**config.mk**
```make
export PLATFORM = sky130hd
export DESIGN_NAME = i2c_master_bit_engine
export DESIGN_NICKNAME = d
export VERILOG_FILES = /design/src/i2cm_pkg.sv /design/src/i2cm_cfg.sv /design/src/i2cm_seq.sv /design/src/i2c_master_bit_engine.sv
export SDC_FILE = /design/constraint.sdc
export NUM_CORES = 1
export LEC_CHECK = 0
export ABC_AREA = 1
export BUFFER_PORTS_ARGS = -buffer_cell sky130_fd_sc_hd__buf_2
export CAP_MARGIN = 20
export CELL_PAD_IN_SITES_DETAIL_PLACEMENT = 1
export CELL_PAD_IN_SITES_GLOBAL_PLACEMENT = 2
export CORE_ASPECT_RATIO = 1.2
export CORE_UTILIZATION = 30
export CTS_CLUSTER_SIZE = 40
export DETAILED_ROUTE_END_ITERATION = 8
export PLACE_DENSITY = 0.72
export SYNTH_ARGS = -nofsm -noshare
export SYNTH_HDL_FRONTEND = slang
export SYNTH_SLANG_ARGS = --single-unit
```
**constraint.sdc**
```tcl
create_clock -name clk_i -period 2.8 [get_ports clk_i]
set_input_delay 0.28 -clock clk_i [delete_from_list [all_inputs] [get_ports clk_i]]
set_output_delay 0.28 -clock clk_i [all_outputs]
set_load 0.005 [all_outputs]
```
**src/i2cm_pkg.sv**
```systemverilog
package i2cm_pkg;

  // Width of the bus delay counter.
  localparam int unsigned WaitW = 16;

  // Widths of the delay product: microseconds times ticks per microsecond.
  localparam int unsigned MicrosW = 3;
  localparam int unsigned TicksW  = 10;
  localparam int unsigned ProdW   = MicrosW + TicksW;
  localparam int unsigned CmpW    = (WaitW > ProdW) ? WaitW : ProdW;

  localparam int unsigned CfgIdxW  = 1;
  localparam int unsigned CfgDataW = 10;

  localparam logic [9:0] AckTimeoutReset = 10'd250;
  localparam logic [9:0] UsTicksReset    = 10'd1;

  typedef enum logic [CfgIdxW-1:0] {
    CFG_US_TICKS    = 1'b0,
    CFG_ACK_TIMEOUT = 1'b1
  } cfg_idx_e;

  typedef enum logic [2:0] {
    KIND_NONE     = 3'd0,
    KIND_START    = 3'd1,
    KIND_STOP     = 3'd2,
    KIND_WRITE    = 3'd3,
    KIND_READ     = 3'd4,
    KIND_WAIT_ACK = 3'd5
  } kind_e;

  typedef enum logic [4:0] {
    STEP_IDLE   = 5'd0,
    STEP_ST_A   = 5'd1,
    STEP_ST_B   = 5'd2,
    STEP_ST_C   = 5'd3,
    STEP_SP_A   = 5'd4,
    STEP_SP_B   = 5'd5,
    STEP_SP_C   = 5'd6,
    STEP_SP_D   = 5'd7,
    STEP_WA_A   = 5'd8,
    STEP_WA_B   = 5'd9,
    STEP_WA_C   = 5'd10,
    STEP_TX_BIT = 5'd11,
    STEP_TX_HI  = 5'd12,
    STEP_TX_LO  = 5'd13,
    STEP_TX_END = 5'd14,
    STEP_RX_LO  = 5'd15,
    STEP_RX_HI  = 5'd16,
    STEP_AK_A   = 5'd17,
    STEP_AK_B   = 5'd18,
    STEP_AK_C   = 5'd19
  } step_e;

  typedef struct packed {
    logic [2:0] kind;
    logic [7:0] tx_byte;
    logic       send_ack;
    logic       sda_line;
  } in_item_t;

  typedef struct packed {
    logic       scl;
    logic       sda_out;
    logic       sda_drive;
    logic       busy_res;
    logic       done_res;
    logic [7:0] rx_byte;
    logic       ack_ok;
  } out_item_t;

  typedef struct packed {
    logic [TicksW-1:0] us_ticks;
    logic [9:0]        ack_timeout;
  } cfg_t;

  typedef struct packed {
    step_e             step;
    logic [WaitW-1:0]  wait_count;
    logic [3:0]        bit_count;
    logic [7:0]        shifter;
    logic [9:0]        poll_count;
    logic              ack_choice;
    logic              scl_level;
    logic              sda_level;
    logic              sda_enable;
    logic [7:0]        received;
    logic              ack_result;
  } seq_state_t;

  // Delay of a given number of microseconds, saturated at the counter's all-ones value.
  function automatic logic [WaitW-1:0] delay_ticks(input logic [MicrosW-1:0] micros,
                                                   input logic [TicksW-1:0] us_ticks);
    logic [ProdW-1:0] prod;
    logic [CmpW-1:0]  ext;
    logic [CmpW-1:0]  lim;
    prod = ProdW'(micros) * ProdW'(us_ticks);
    ext  = CmpW'(prod);
    lim  = CmpW'({WaitW{1'b1}});
    return (ext > lim) ? WaitW'(lim) : WaitW'(ext);
  endfunction

endpackage

```
**src/i2cm_cfg.sv**
```systemverilog
module i2cm_cfg (
  input  logic                           clk_i,
  input  logic                           rst_ni,
  input  logic                           cfg_we_i,
  input  logic [i2cm_pkg::CfgIdxW-1:0]   cfg_idx_i,
  input  logic [i2cm_pkg::CfgDataW-1:0]  cfg_data_i,
  output i2cm_pkg::cfg_t                 cfg_o
);
  import i2cm_pkg::*;

  cfg_t cfg_q;

  always_ff @(posedge clk_i or negedge rst_ni) begin
    if (!rst_ni) begin
      cfg_q.us_ticks    <= UsTicksReset;
      cfg_q.ack_timeout <= AckTimeoutReset;
    end else if (cfg_we_i) begin
      case (cfg_idx_e'(cfg_idx_i))
        CFG_US_TICKS:    cfg_q.us_ticks    <= TicksW'(cfg_data_i);
        CFG_ACK_TIMEOUT: cfg_q.ack_timeout <= 10'(cfg_data_i);
        default: ;
      endcase
    end
  end

  assign cfg_o = cfg_q;

endmodule

```
**src/i2cm_seq.sv**
```systemverilog
module i2cm_seq (
  input  logic                clk_i,
  input  logic                rst_ni,
  input  logic                en_i,
  input  i2cm_pkg::in_item_t  item_i,
  input  i2cm_pkg::cfg_t      cfg_i,
  output i2cm_pkg::out_item_t result_o
);
  import i2cm_pkg::*;

  seq_state_t state_q, state_d;

  always_ff @(posedge clk_i or negedge rst_ni) begin
    if (!rst_ni) begin
      state_q.step       <= STEP_IDLE;
      state_q.wait_count <= '0;
      state_q.bit_count  <= '0;
      state_q.shifter    <= '0;
      state_q.poll_count <= '0;
      state_q.ack_choice <= 1'b0;
      state_q.scl_level  <= 1'b1;
      state_q.sda_level  <= 1'b1;
      state_q.sda_enable <= 1'b1;
      state_q.received   <= '0;
      state_q.ack_result <= 1'b0;
    end else if (en_i) begin
      state_q <= state_d;
    end
  end

  always_comb begin
    seq_state_t s;
    logic       act;
    logic       done;
    s    = state_q;
    act  = 1'b0;
    done = 1'b0;

    // An idle sequencer takes a command and runs its first phase on the same tick.
    if (s.step == STEP_IDLE) begin
      act = 1'b1;
      case (kind_e'(item_i.kind))
        KIND_START: s.step = STEP_ST_A;
        KIND_STOP:  s.step = STEP_SP_A;
        KIND_WRITE: begin
          s.sda_enable = 1'b1;
          s.scl_level  = 1'b0;
          s.shifter    = item_i.tx_byte;
          s.bit_count  = '0;
          s.step       = STEP_TX_BIT;
        end
        KIND_READ: begin
          s.sda_enable = 1'b0;
          s.shifter    = '0;
          s.bit_count  = '0;
          s.ack_choice = item_i.send_ack;
          s.step       = STEP_RX_LO;
        end
        KIND_WAIT_ACK: begin
          s.poll_count = '0;
          s.step       = STEP_WA_A;
        end
        default: act = 1'b0;
      endcase
    end else if (s.wait_count != '0) begin
      s.wait_count = s.wait_count - 1'b1;
    end else begin
      act = 1'b1;
    end

    if (act) begin
      case (s.step)
        STEP_ST_A: begin
          s.sda_enable = 1'b1;
          s.sda_level  = 1'b1;
          s.scl_level  = 1'b1;
          s.wait_count = delay_ticks(3'd5, cfg_i.us_ticks);
          s.step       = STEP_ST_B;
        end
        STEP_ST_B: begin
          s.sda_level  = 1'b0;
          s.wait_count = delay_ticks(3'd6, cfg_i.us_ticks);
          s.step       = STEP_ST_C;
        end
        STEP_ST_C: begin
          s.scl_level = 1'b0;
          s.step      = STEP_IDLE;
          done        = 1'b1;
        end
        STEP_SP_A: begin
          s.sda_enable = 1'b1;
          s.scl_level  = 1'b0;
          s.sda_level  = 1'b0;
          s.wait_count = '0;
          s.step       = STEP_SP_B;
        end
        STEP_SP_B: begin
          s.scl_level  = 1'b1;
          s.wait_count = delay_ticks(3'd6, cfg_i.us_ticks);
          s.step       = STEP_SP_C;
        end
        STEP_SP_C: begin
          s.sda_level  = 1'b1;
          s.wait_count = delay_ticks(3'd6, cfg_i.us_ticks);
          s.step       = STEP_SP_D;
        end
        STEP_SP_D: begin
          s.step = STEP_IDLE;
          done   = 1'b1;
        end
        STEP_WA_A: begin
          s.sda_level  = 1'b1;
          s.wait_count = delay_ticks(3'd1, cfg_i.us_ticks);
          s.step       = STEP_WA_B;
        end
        STEP_WA_B: begin
          s.sda_enable = 1'b0;
          s.scl_level  = 1'b1;
          s.wait_count = delay_ticks(3'd1, cfg_i.us_ticks);
          s.step       = STEP_WA_C;
        end
        STEP_WA_C: begin
          if (!item_i.sda_line) begin
            s.scl_level  = 1'b0;
            s.ack_result = 1'b1;
            s.step       = STEP_IDLE;
            done         = 1'b1;
          end else if (s.poll_count >= cfg_i.ack_timeout) begin
            // Timed out: report failure and release the bus with a stop.
            s.ack_result = 1'b0;
            s.sda_enable = 1'b1;
            s.scl_level  = 1'b0;
            s.sda_level  = 1'b0;
            s.wait_count = '0;
            s.step       = STEP_SP_B;
          end else begin
            s.poll_count = s.poll_count + 1'b1;
          end
        end
        STEP_TX_BIT: begin
          s.sda_level  = s.shifter[7];
          s.shifter    = {s.shifter[6:0], 1'b0};
          s.wait_count = delay_ticks(3'd2, cfg_i.us_ticks);
          s.step       = STEP_TX_HI;
        end
        STEP_TX_HI: begin
          s.scl_level  = 1'b1;
          s.wait_count = delay_ticks(3'd2, cfg_i.us_ticks);
          s.step       = STEP_TX_LO;
        end
        STEP_TX_LO: begin
          s.scl_level  = 1'b0;
          s.wait_count = delay_ticks(3'd2, cfg_i.us_ticks);
          s.bit_count  = s.bit_count + 1'b1;
          s.step       = (s.bit_count >= 4'd8) ? STEP_TX_END : STEP_TX_BIT;
        end
        STEP_TX_END: begin
          s.step = STEP_IDLE;
          done   = 1'b1;
        end
        STEP_RX_LO: begin
          s.scl_level  = 1'b0;
          s.wait_count = delay_ticks(3'd2, cfg_i.us_ticks);
          s.step       = STEP_RX_HI;
        end
        STEP_RX_HI: begin
          s.scl_level  = 1'b1;
          s.shifter    = {s.shifter[6:0], item_i.sda_line};
          s.wait_count = delay_ticks(3'd1, cfg_i.us_ticks);
          s.bit_count  = s.bit_count + 1'b1;
          s.step       = (s.bit_count >= 4'd8) ? STEP_AK_A : STEP_RX_LO;
        end
        STEP_AK_A: begin
          s.received   = s.shifter;
          s.scl_level  = 1'b0;
          s.sda_enable = 1'b1;
          s.sda_level  = ~s.ack_choice;
          s.wait_count = delay_ticks(3'd2, cfg_i.us_ticks);
          s.step       = STEP_AK_B;
        end
        STEP_AK_B: begin
          s.scl_level  = 1'b1;
          s.wait_count = delay_ticks(3'd5, cfg_i.us_ticks);
          s.step       = STEP_AK_C;
        end
        STEP_AK_C: begin
          s.scl_level = 1'b0;
          s.step      = STEP_IDLE;
          done        = 1'b1;
        end
        default: s.step = STEP_IDLE;
      endcase
    end

    state_d            = s;
    result_o.scl       = s.scl_level;
    result_o.sda_out   = s.sda_level;
    result_o.sda_drive = s.sda_enable;
    result_o.busy_res  = (s.step != STEP_IDLE);
    result_o.done_res  = done;
    result_o.rx_byte   = s.received;
    result_o.ack_ok    = s.ack_result;
  end

endmodule

```
**src/i2c_master_bit_engine.sv**
```systemverilog
// I2C master pin sequencer. Every input transaction is one bus tick: it may carry a
// command (start, stop, write byte, read byte, wait for acknowledge) and always carries
// the sampled SDA level, and it produces exactly one output transaction with the SCL
// level, the SDA level and drive enable, busy and done flags, the last received byte and
// the last acknowledge result. Bus delays of n microseconds last n times us_ticks ticks
// (register 0); the acknowledge wait gives up after ack_timeout high polls (register 1),
// then issues a stop and reports ack_ok low. Commands that arrive while busy are dropped.
// The block takes one transaction per clock cycle as long as the output side does not stall:
// a transaction is captured in an input register, and the sequencer step logic runs on it
// and writes the result register once that register has room for the result.
module i2c_master_bit_engine (
  input  logic                           clk_i,
  input  logic                           rst_ni,
  input  logic                           in_valid_i,
  output logic                           in_stall_o,
  input  i2cm_pkg::in_item_t             in_item_i,
  output logic                           out_valid_o,
  input  logic                           out_stall_i,
  output i2cm_pkg::out_item_t            out_item_o,
  input  logic                           cfg_we_i,
  input  logic [i2cm_pkg::CfgIdxW-1:0]   cfg_idx_i,
  input  logic [i2cm_pkg::CfgDataW-1:0]  cfg_data_i
);
  import i2cm_pkg::*;

  cfg_t      cfg;
  in_item_t  in_item_q;
  logic      in_valid_q;
  out_item_t out_item_q;
  logic      out_valid_q;
  out_item_t result;
  logic      out_free;
  logic      advance;
  logic      in_take;

  // The result register can take a new result when it is empty or being drained.
  assign out_free   = ~out_valid_q | ~out_stall_i;
  // The held transaction moves through the sequencer when there is room for its result.
  assign advance    = in_valid_q & out_free;
  assign in_stall_o = in_valid_q & ~out_free;
  assign in_take    = in_valid_i & ~in_stall_o;

  i2cm_cfg u_cfg (
    .clk_i      (clk_i),
    .rst_ni     (rst_ni),
    .cfg_we_i   (cfg_we_i),
    .cfg_idx_i  (cfg_idx_i),
    .cfg_data_i (cfg_data_i),
    .cfg_o      (cfg)
  );

  i2cm_seq u_seq (
    .clk_i    (clk_i),
    .rst_ni   (rst_ni),
    .en_i     (advance),
    .item_i   (in_item_q),
    .cfg_i    (cfg),
    .result_o (result)
  );

  always_ff @(posedge clk_i or negedge rst_ni) begin
    if (!rst_ni) begin
      in_valid_q <= 1'b0;
    end else if (in_take) begin
      in_valid_q <= 1'b1;
    end else if (advance) begin
      in_valid_q <= 1'b0;
    end
  end

  always_ff @(posedge clk_i) begin
    if (in_take) begin
      in_item_q <= in_item_i;
    end
  end

  always_ff @(posedge clk_i or negedge rst_ni) begin
    if (!rst_ni) begin
      out_valid_q <= 1'b0;
    end else if (advance) begin
      out_valid_q <= 1'b1;
    end else if (~out_stall_i) begin
      out_valid_q <= 1'b0;
    end
  end

  always_ff @(posedge clk_i) begin
    if (advance) begin
      out_item_q <= result;
    end
  end

  assign out_valid_o = out_valid_q;
  assign out_item_o  = out_item_q;

endmodule
```
==> out/qor.txt, run 1 <==
hold_sp = in_item_i[3]
slew margin rel. = 54.7%
Pleak = 4.24 nW
syn_nets = 1,035
Post-synth EDFFs = 27
count of final hold-check violations = 0
Port-buffer cells = 44
Distinct cells, synth = 47
ys flop type = dfrtp_1
cells along the critical path = nor2_2, nand2_2, nor2_8, nand2_4, buf_6, nand2_4, inv_4, ha_4, a21oi_2, nor2_2, a211oi_2, nand3_4, inv_4, nand3_4, nor2_8, nand3b_4, nor2_4, nand2_1, nand2_1, nand2_1
Peak VDD IR = 0.273 mV
Gate power share = 36.5%
FMAX = 366 MHz
total global routing overflow = 0
cts bufs inserted = 9
clock slew at reported path FFs = 80 ps
total number of vias = 6,490
final WL = 21,300 um
Die Area = 0.0244 mm^2
Metal-1 WL = 9410 um
Routed WL per cell = 15.5 um
Least-Margin Pin Slew = 679 ps
Synth Warn # = 0
Data required, critical path = 3050 ps
count of final setup violators = 0
clock buffer depth = 2
Final Max Slew Viols = 0
nets = 1,125
H-tree Lvls = 3
vias per cell = 4.72
Cell Pwr Density = 579 mW/mm^2
critical path peak fanout = 6
Synth top area share = 23.9%
crit path kind = flip-flop to flip-flop
Max-Cap Viols = 0
RePlAce Congestion = 0.862
Pwr Total = 0.00501 W
worst reg2reg setup slack = 70 ps
core area = 0.0233 mm^2
crit start category = flip-flop
switching share of power = 39.0%
detailed placement HPWL = 16,700 um
Avg Inst Size Synth = 7.39 um^2
share of cells above drive strength 1 = 21.0%
family with the most delay on the worst path = simple AND/OR/NAND/NOR gates
# IOs = 45
die height = 171 um
Setup TNS = 0 ps
Seq pwr share = 38.3%
skew final = 13.1 ps
Sw Pwr = 0.00195 W
Final min period = 2730 ps
sequential element share of the synthesized area = 38.9%
post-synth top area cell = dfrtp_1
ranking of synthesized cells by area = dfrtp_1 (24%), nand2_1 (16%), edfxtp_1 (11%)
crit path max-delay cell type = dfrtp_1
initial core utilization = 30.6%
Post-route DRC = 0
first-pass GRT wire length = 35,000 um
Worst Hold Class = input port to flip-flop
first drt pass iteration count = 4
Tcrit/Tclk final = 97.5%
vias in the first global route = 6,833
antenna cells = 0
antenna violations before repair = 0
RSZ-0062 raised after global routing = true
clk sink count = 105
Crit. End Element = flip-flop
crit path DAT = 2980 ps
row count = 61
met3 wire len = 406 um
first-iteration detailed-routing DRC count = 294
Worst-Skew Late Latency = 360 ps
largest net degree at the start of global routing = 47
clock share of power = 25.2%
Critical path buffers and inverters = 3
routed wl met2 = 11,100 um
antenna-violating nets left = 0
Root Driver = clkbuf_16
commonest cells after routing, fill and taps aside = nand2_1 (296), inv_1 (104), nor2_1 (80)
P_int = 0.00306 W
ys async rst share = 74.3%
width of the die = 143 um
Top Layer Used = met4
flops & latches, synth = 105
Area Overhead vs Synth = 21.4%
total track usage = 18.5%
reg-to-reg startpoint = u_seq.state_q[52]$_DFFE_PN0P_
fillers = 2,861
Mapped Cells = 965
crit-path most repeated cell = nand2_1
outcome = finished, final reports clean
critical path's largest stage delay = 400 ps
commonest non-fill, non-tap cell in the layout = nand2_1
Critical path origin = u_seq.state_q[52]$_DFFE_PN0P_
TritonCTS clock tree = yes
mapped cell area = 0.00713 mm^2
## state kept, by name, summed over array words and instances, names as in the netlist
name / cells
u_seq.state_q: 56
out_valid_o: 1
in_item_q: 13
in_valid_q: 1
out_item_o: 14
u_cfg.cfg_o: 20
## power by group through the flow
stage	sequential [W]	clock, W	combinational (W)
floorplan	0.00190	0	0.00123
global placement	0.00195	0	0.00178
detailed placement	0.00195	0	0.00181
CTS	0.00192	0.00131	0.00182
global route	0.00194	0.00136	0.00210
finish	0.00192	0.00126	0.00183
## logic make-up (layout without fill, tap and decap cells)
group,after synthesis,count (layout),share of synthesized area (%)
compound gates,132,132,10.6
simple gates,522,522,32.5
buf+inv,142,237,7.69
mux,1,1,0.140
flops,105,105,38.9
fa+ha+maj,41,41,7.41
xor+xnor,22,22,2.70
## synthesized netlist by cell type, types with 7 or more instances
| cell | instances |
|---|---|
| a21oi_1 | 44 |
| a22oi_1 | 9 |
| clkbuf_1 | 17 |
| dfrtp_1 | 68 |
| dfstp_2 | 10 |
| edfxtp_1 | 27 |
| ha_1 | 39 |
| inv_1 | 107 |
| inv_2 | 10 |
| nand2_1 | 304 |
| nand2_2 | 12 |
| nand3_1 | 59 |
| nand4_1 | 17 |
| nor2_1 | 90 |
| nor2_2 | 7 |
| o21ai_0 | 50 |
| or2_2 | 8 |
| xor2_1 | 16 |
## area by class of cell
cell class,instances,area (um^2),area share [%]
Inverter,120,463,5.35
Clock inverter,7,60.1,0.694
Timing Repair Buffer,101,689,7.97
Clock buffer,9,225,2.60
Sequential cell,105,2780,32.1
Multi-Input combinational cell,718,4040,46.7
Tap cell,315,394,4.56
## per-layer routing
layer,up-vias,GRT usage (%)
li1,3294,-
met1,3112,22.1
met2,61,34.2
met3,23,2.57
met4,0,4.96
met5,-,0
## worst paths after layout
path,end,depth (start not counted)
setup / recovery,u_seq.state_q[21]$_DFFE_PN0P_,20
setup reg to reg,u_seq.state_q[21]$_DFFE_PN0P_,20
min in group asynchronous,u_seq.state_q[12]$_DFFE_PN0P_,2
hold / removal,in_item_q[3]$_DFFE_PP_,1
hold reg to reg,u_seq.state_q[11]$_DFFE_PN1P_,2
max in group asynchronous,u_cfg.cfg_o[5]$_DFFE_PN1P_,3
## what timing repair did
| action | 4_1_cts | 5_1_grt |
|---|---|---|
| setup buffers | 0 | 9 |
| pin swaps | 2 | 25 |
| endpoints found under the hold margin | 30 | 0 |
| setup endpoints to repair | 11 | 30 |
| hold buffers | 1 | 0 |
| gates resized for setup | 5 | 56 |
## per-stage QoR
step | utilization (%) | instance area [um^2] | instances | setup WS [ps] | hold slack [ps]
2_1_floorplan | - | 7130 | 965 | 142 | -15.6
3_3_place_gp | 34.5 | 8020 | 1349 | -61.4 | 371
3_5_place_dp | 34.5 | 8020 | 1349 | -107 | 370
4_1_cts | 35.8 | 8330 | 1366 | 17.7 | 76.4
5_1_grt | 37.2 | 8650 | 1375 | -136 | 74.0
6_report | 37.2 | 8650 | 1375 | 69.7 | 89.3
Power figures use the tool's default switching activity.
==> run 2, diff against run 1 <==
--- a/config.mk
+++ b/config.mk
@@ -10,7 +10,6 @@
 export CAP_MARGIN = 20
 export CELL_PAD_IN_SITES_DETAIL_PLACEMENT = 1
 export CELL_PAD_IN_SITES_GLOBAL_PLACEMENT = 2
-export CORE_ASPECT_RATIO = 1.2
 export CORE_UTILIZATION = 30
 export CTS_CLUSTER_SIZE = 40
 export DETAILED_ROUTE_END_ITERATION = 8
==> run 2 against run 1 <==
  * Non-clock buffer count fell by 13
  * Highest routed layer unchanged
  * Final area shrank 1.4%
  * Largest cell class unchanged
  * Largest power group unchanged
  * Die area hardly changed
==> out/qor.txt, run 2 (synthesis gave the netlist of run 1 again) <==
outcome = finished, final reports clean
nets = 1,112 (-1.2%)
Sw Pwr = 0.00199 W (+1.7%)
Post-route DRC = 0 (unchanged)
Worst-Skew Late Latency = 370 ps (about the same)
Area Overhead vs Synth = 19.6%
vias in the first global route = 6,496 (-4.9%)
Final Max Slew Viols = 0 (unchanged)
antenna-violating nets left = 0 (unchanged)
switching share of power = 39.2% (+0.22 points)
Seq pwr share = 37.6% (-0.7 points)
total global routing overflow = 0 (unchanged)
RePlAce Congestion = 0.887 (+2.9%)
Worst Hold Class = input port to flip-flop
RSZ-0062 raised after global routing = true
clock buffer depth = 2 (unchanged)
Routed WL per cell = 14.7 um (-5.2%)
cts bufs inserted = 9 (unchanged)
Sequential Area = 0.00278 mm^2 (about the same)
P_int = 0.00308 W (+0.78%)
Cell Pwr Density = 594 mW/mm^2 (+2.6%)
area of the multi-input gates = 0.00401 mm^2 (-0.87%)
post-place setup slack = -16.3 ps (+90.6 ps)
share of cells above drive strength 1 = 19.6% (-1.5 points)
first-pass GRT wire length = 33,600 um (-4.1%)
clk sink count = 105 (unchanged)
die height = 156 um (-8.6%)
Data required, critical path = 3060 ps (about the same)
critical path peak fanout = 6 (unchanged)
fillers = 2,920 (+2.1%)
Tcrit/Tclk final = 94.8% (-2.7 points)
crit path kind = flip-flop to flip-flop
max FFs per register = 56 (unchanged)
Die Area = 0.0244 mm^2 (about the same)
crit path DAT = 2920 ps (-60 ps)
Pleak = 4.18 nW (-1.4%)
commonest non-fill, non-tap cell in the layout = nand2_1
antenna violations before repair = 0 (unchanged)
clock slew at reported path FFs = 90 ps (about the same)
Biggest register = u_seq.state_q
count of final hold-check violations = 0 (unchanged)
Port-buffer cells = 44 (unchanged)
crit start category = flip-flop
Inst Count DP = 1,343 (-0.44%)
final WL = 20,000 um (-5.9%)
initial core utilization = 30.5% (-0.16 points)
slew margin rel. = 47.7% (-7.0 points)
Crit. End Element = flip-flop
total track usage = 17.4% (-1.1 points)
Max-Cap Viols = 0 (unchanged)
# IOs = 45 (unchanged)
first-iteration detailed-routing DRC count = 206 (-30%)
Root Driver = clkbuf_16
antenna cells = 0 (unchanged)
vias per cell = 4.68 (-0.80%)
Final min period = 2650 ps (-75.4 ps)
first drt pass iteration count = 4 (unchanged)
Gate power share = 36.0% (-0.5 points)
TritonCTS clock tree = yes
FMAX = 377 MHz (+2.8%)
Final Worst Setup Slack = 145 ps (+75.4 ps)
Least-Margin Pin Slew = 784 ps (+105 ps)
Non-Filler Instances = 1,366 (-0.65%)
width of the die = 156 um (+9.4%)
largest net degree at the start of global routing = 68 (+45%)
H-tree Lvls = 3 (unchanged)
clock share of power = 26.4% (+1.2 points)
commonest cells after routing, fill and taps aside = nand2_1 (295), inv_1 (104), nor2_1 (84)
row count = 56 (-8.2%)
count of final setup violators = 0 (unchanged)
skew final = 15.1 ps (+2.03 ps)
total number of vias = 6,396 (-1.4%)
Peak VDD IR = 0.305 mV (+11%)
core area = 0.0234 mm^2 (+0.53%)
detailed placement HPWL = 15,400 um (-7.5%)
## run 2: power by group through the flow
stage / registers (W) / logic [W] / clock network [W]
2_1_floorplan: 0.00190 / 0.00123 / 0
3_3_place_gp: 0.00194 / 0.00177 / 0
3_5_place_dp: 0.00194 / 0.00178 / 0
4_1_cts: 0.00191 / 0.00179 / 0.00138
5_1_grt: 0.00194 / 0.00212 / 0.00143
6_report: 0.00191 / 0.00182 / 0.00134
## run 2: stage by stage
step	hold WS, ps	util [%]	power, W	area (um^2)	TNS, ps
CTS	69.1	35.4	0.00508	8280	0
detailed placement	326	34.0	0.00372	7950	-16.3
floorplan	-15.6	-	0.00313	7130	0
global route	66.1	36.4	0.00550	8530	-72.0
finish	79.6	36.4	0.00507	8530	0
global placement	330	34.0	0.00370	7950	0
## run 2: layout make-up
type,instances,area share (%)
flip-flops and latches,105,32.5
inverters,120,5.37
multi-input cells,718,47.0
well taps,319,4.68
repair buffers,88,6.75
clock inverters,7,1.04
clock buffers,9,2.64
## run 2: worst paths after layout
path	start	to	slack (ps)	cells past startpoint
max	u_seq.state_q[51]$_DFFE_PN0P_	u_seq.state_q[21]$_DFFE_PN0P_	150	20
max in group asynchronous	rst_ni	u_cfg.cfg_o[7]$_DFFE_PN1P_	1630	3
min reg2reg	u_seq.state_q[10]$_DFFE_PN1P_	u_seq.state_q[10]$_DFFE_PN1P_	480	2
max reg2reg	u_seq.state_q[51]$_DFFE_PN0P_	u_seq.state_q[21]$_DFFE_PN0P_	150	20
min	in_item_i[2]	in_item_q[2]$_DFFE_PP_	80	1
min in group asynchronous	rst_ni	u_seq.state_q[46]$_DFFE_PN0P_	460	2
## run 2: routing by layer
metal  GRT usage [%]  part of all wire (%)  wire length [um]
met1            23.0                    49              9820
met4            4.06                   1.3               263
met2            29.5                    47              9510
met5               0                     0                 0
met3            2.67                   2.2               446
## run 2: what timing repair did
item,CTS,global route
hold buffers,1,0
pin swaps,0,22
hold endpoints to repair,39,0
resized for setup,1,49
setup buffers,0,6
setup endpoints to repair,1,30
## run 2: worst max-delay path, stage by stage (launching register included)
cell	delay, ps
dfrtp_1	390
nor2_1	120
nand2_2	100
nor2_8	100
nand2_4	80
buf_6	140
nand2_4	60
inv_1	40
ha_2	160
a21oi_2	100
nor2_1	60
a211oi_2	220
nand3_2	140
inv_2	120
nand3_4	120
nor2_8	180
nand3b_4	110
nor2_4	140
nand2_1	60
nand2_1	70
nand2_1	40
==> run 3, diff against run 2 <==
--- a/config.mk
+++ b/config.mk
@@ -13,7 +13,8 @@
 export CORE_UTILIZATION = 30
 export CTS_CLUSTER_SIZE = 40
 export DETAILED_ROUTE_END_ITERATION = 8
-export PLACE_DENSITY = 0.72
+export PLACE_DENSITY = 0.71
 export SYNTH_ARGS = -nofsm -noshare
 export SYNTH_HDL_FRONTEND = slang
+export SYNTH_HIERARCHICAL = 1
 export SYNTH_SLANG_ARGS = --single-unit
==> run 3 against run 2 <==
  * Sequential share of layout area is 0.31 points lower
  * Wire length rose by 4.6%
  * Worst hold slack improved by 16 ps
  * Non-clock buffer count increased by 9
  * Power rose by 34%
  * First-iteration DRC count rose by 55%
  * Utilization decreased by 0.082 points
  * Critical path depth decreased by 4
  * Final cell count increased by 0.88%
  * Combinational power rose by 91%
  * Clock-buffer cell count unchanged
  * Critical path type unchanged
  * Largest cell class unchanged
==> out/qor.txt, run 3 <==
Critical path buffers and inverters = 2 (-1)
Synth Warn # = 6 (+6)
fin area = 0.00861 mm^2 (+0.97%)
FMAX = 375 MHz (-0.40%)
mapped cell area = 0.00731 mm^2 (+2.6%)
ranking of synthesized cells by area = dfrtp_1 (23%), nand2_1 (16%), edfxtp_1 (11%)
skew final = 15.1 ps (-0.0380 ps)
commonest non-fill, non-tap cell in the layout = nand2_1
Gate power share = 51.2% (+15 points)
Seq pwr share = 30.7% (-6.9 points)
Routed WL per cell = 15.2 um (+3.7%)
first-pass GRT wire length = 34,900 um (+3.9%)
met3 wire len = 417 um (-6.5%)
crit path max-delay cell type = dfrtp_1
Die Area = 0.0250 mm^2 (+2.5%)
core area = 0.0237 mm^2 (+1.2%)
flops & latches, synth = 105 (unchanged)
Root Driver = clkbuf_16
Placed Area = 0.00809 mm^2 (+1.8%)
Cell Pwr Density = 791 mW/mm^2 (+33%)
sequential element share of the synthesized area = 38.0% (-0.98 points)
Mapped Cells = 978 (+1.3%)
RePlAce Congestion = 0.831 (-6.3%)
max FFs per register = 56 (unchanged)
most common cell in the synthesized netlist = nand2_1
Least-Margin Pin Slew = 554 ps (-230 ps)
Final Max Slew Viols = 0 (unchanged)
critical path's largest stage delay = 410 ps (+20 ps)
Post-synth EDFFs = 27 (unchanged)
Crit. End Element = flip-flop
P_int = 0.00373 W (+21%)
Data required, critical path = 2910 ps (-150 ps)
crit path kind = flip-flop to flip-flop
Hold WS = 95.7 ps (+16.1 ps)
Avg Inst Size Synth = 7.48 um^2 (+1.2%)
slew margin rel. = 62.7% (+15 points)
initial core utilization = 30.9% (+0.42 points)
first-iteration detailed-routing DRC count = 319 (+55%)
crit path DAT = 2770 ps (-150 ps)
vias per cell = 4.72 (+0.71%)
share of cells above drive strength 1 = 21.5% (+1.9 points)
switching share of power = 45.2% (+6.1 points)
ys flop type = dfrtp_1
H-tree Lvls = 3 (unchanged)
Max-Cap Viols = 0 (unchanged)
final WL = 21,000 um (+4.6%)
Pwr Total = 0.00681 W (+34%)
Sw Pwr = 0.00308 W (+55%)
critical path peak fanout = 6 (unchanged)
count of final hold-check violations = 0 (unchanged)
commonest cells after routing, fill and taps aside = nand2_1 (297), inv_1 (88), nor2_1 (77)
total number of vias = 6,498 (+1.6%)
Final min period = 2670 ps (+10.7 ps)
Synth top area share = 23.3% (-0.60 points)
clock share of power = 18.1% (-8.3 points)
Commonest cells post-synth = nand2_1 (306), inv_1 (90), nor2_1 (83)
family with the most delay on the worst path = simple AND/OR/NAND/NOR gates
Worst Hold Class = input port to flip-flop
routed wl met2 = 9990 um (+5.0%)
Port-buffer cells = 44 (unchanged)
Pleak = 4.20 nW (+0.56%)
fin util = 36.4% (-0.082 points)
antenna-violating nets left = 0 (unchanged)
total global routing overflow = 0 (unchanged)
syn_nets = 1,048 (+1.3%)
Peak VDD IR = 0.298 mV (-2.1%)
Biggest register = u_seq/state_q
clock buffer depth = 2 (unchanged)
nets = 1,124 (+1.1%)
Worst-Skew Late Latency = 360 ps (about the same)
clk sink count = 105 (unchanged)
count of final setup violators = 0 (unchanged)
crit start category = flip-flop
cells along the critical path = nor2_4, nand2_4, nor2_8, buf_4, nand2_1, nand2_4, nor2_4, buf_4, nand2_2, nand2_2, nor2_4, nand3_2, nand2_2, o21ai_1, nor2_1, nand2_1
TritonCTS clock tree = yes
Distinct cells, synth = 50 (+6.4%)
vias in the first global route = 6,878 (+5.9%)
Tcrit/Tclk final = 95.2% (+0.38 points)
largest net degree at the start of global routing = 54 (-21%)
row count = 56 (unchanged)
Top Layer Used = met4
Area Overhead vs Synth = 17.8%
total track usage = 17.9% (+0.58 points)
clock slew at reported path FFs = 70 ps (-20 ps)
antenna violations before repair = 0 (unchanged)
first drt pass iteration count = 5 (+1)
ys async rst share = 74.3% (unchanged)
Metal-1 WL = 10,400 um (+5.8%)
cts bufs inserted = 9 (unchanged)
width of the die = 158 um (+1.3%)
post-synth top area cell = dfrtp_1
Post-route DRC = 0 (unchanged)
outcome = finished, final reports clean
die height = 158 um (+1.3%)
detailed placement HPWL = 16,300 um (+5.8%)
# IOs = 45 (unchanged)
antenna cells = 0 (unchanged)
RSZ-0062 raised after global routing = true
run 3: logic make-up after synthesis:
group / after synthesis / share of synthesized area, %
and+or+nand+nor: 551 / 33.7
buffers and inverters: 137 / 8.25
AOI/OAI and AO/OA: 115 / 9.38
DFF: 105 / 38.0
adders and majority gates: 41 / 7.22
xor gates and xnor gates: 28 / 3.35
muxes: 1 / 0.137
run 3: cell type report:
cell class	instances	area (um^2)
clock buffer	9	225
timing repair buffer	97	648
tap	319	399
inverter	105	404
fill	2990	15100
clock inverter	7	53.8
multi-input combinational	736	4100
sequential	105	2780
run 3: power by group through the flow:
stage          sequential, W  combinational (W)  clock (W)
2_1_floorplan        0.00209            0.00234          0
3_3_place_gp         0.00211            0.00334          0
3_5_place_dp         0.00211            0.00336          0
4_1_cts              0.00209            0.00339    0.00130
5_1_grt              0.00213            0.00396    0.00133
6_report             0.00209            0.00348    0.00124
run 3: path summary, 6_finish.rpt:
check                      slack (ps)                          start                       endpoint  depth (start not counted)
setup reg to reg                  130  u_seq/state_q[54]$_DFFE_PN0P_       out_item_o[10]$_DFFE_PP_                         16
min in group asynchronous         430                         rst_ni  u_seq/state_q[43]$_DFFE_PN0P_                          2
max in group asynchronous        1690                         rst_ni    u_cfg/cfg_o[10]$_DFFE_PN1P_                          3
hold reg to reg                   470     u_cfg/cfg_o[4]$_DFFE_PN1P_     u_cfg/cfg_o[4]$_DFFE_PN1P_                          2
hold / removal                    100                  in_item_i[10]        in_item_q[10]$_DFFE_PP_                          1
setup / recovery                  130  u_seq/state_q[54]$_DFFE_PN0P_       out_item_o[10]$_DFFE_PP_                         16
run 3: layer usage:
| metal | global-route usage (%) | vias to the layer above |
|---|---|---|
| li1 | - | 3319 |
| met1 | 24.4 | 3096 |
| met2 | 30.0 | 74 |
| met3 | 2.38 | 9 |
| met4 | 4.03 | 0 |
| met5 | 0 | - |
run 3: per-stage QoR:
stage               cells  TNS, ps  worst slack (ps)
floorplan             978        0               241
global placement     1353        0              23.1
global route         1378     -105             -96.1
CTS                  1370        0              1.82
finish               1378        0               134
detailed placement   1353     -171              -117
run 3: worst register-to-register path: cells and delay by family (launching register included):
kind            cells  cell delay, ps
simple gates       13            1550
flops               1             410
buf+inv             2             320
compound gates      1             110
run 3: timing repair:
| item | CTS | global route |
|---|---|---|
| gates resized for setup | 2 | 48 |
| hold buffers | 1 | 0 |
| pin swaps | 0 | 23 |
| endpoints found under the hold margin | 31 | 0 |
| endpoints found under the setup margin | 7 | 38 |
| setup buffers | 0 | 8 |
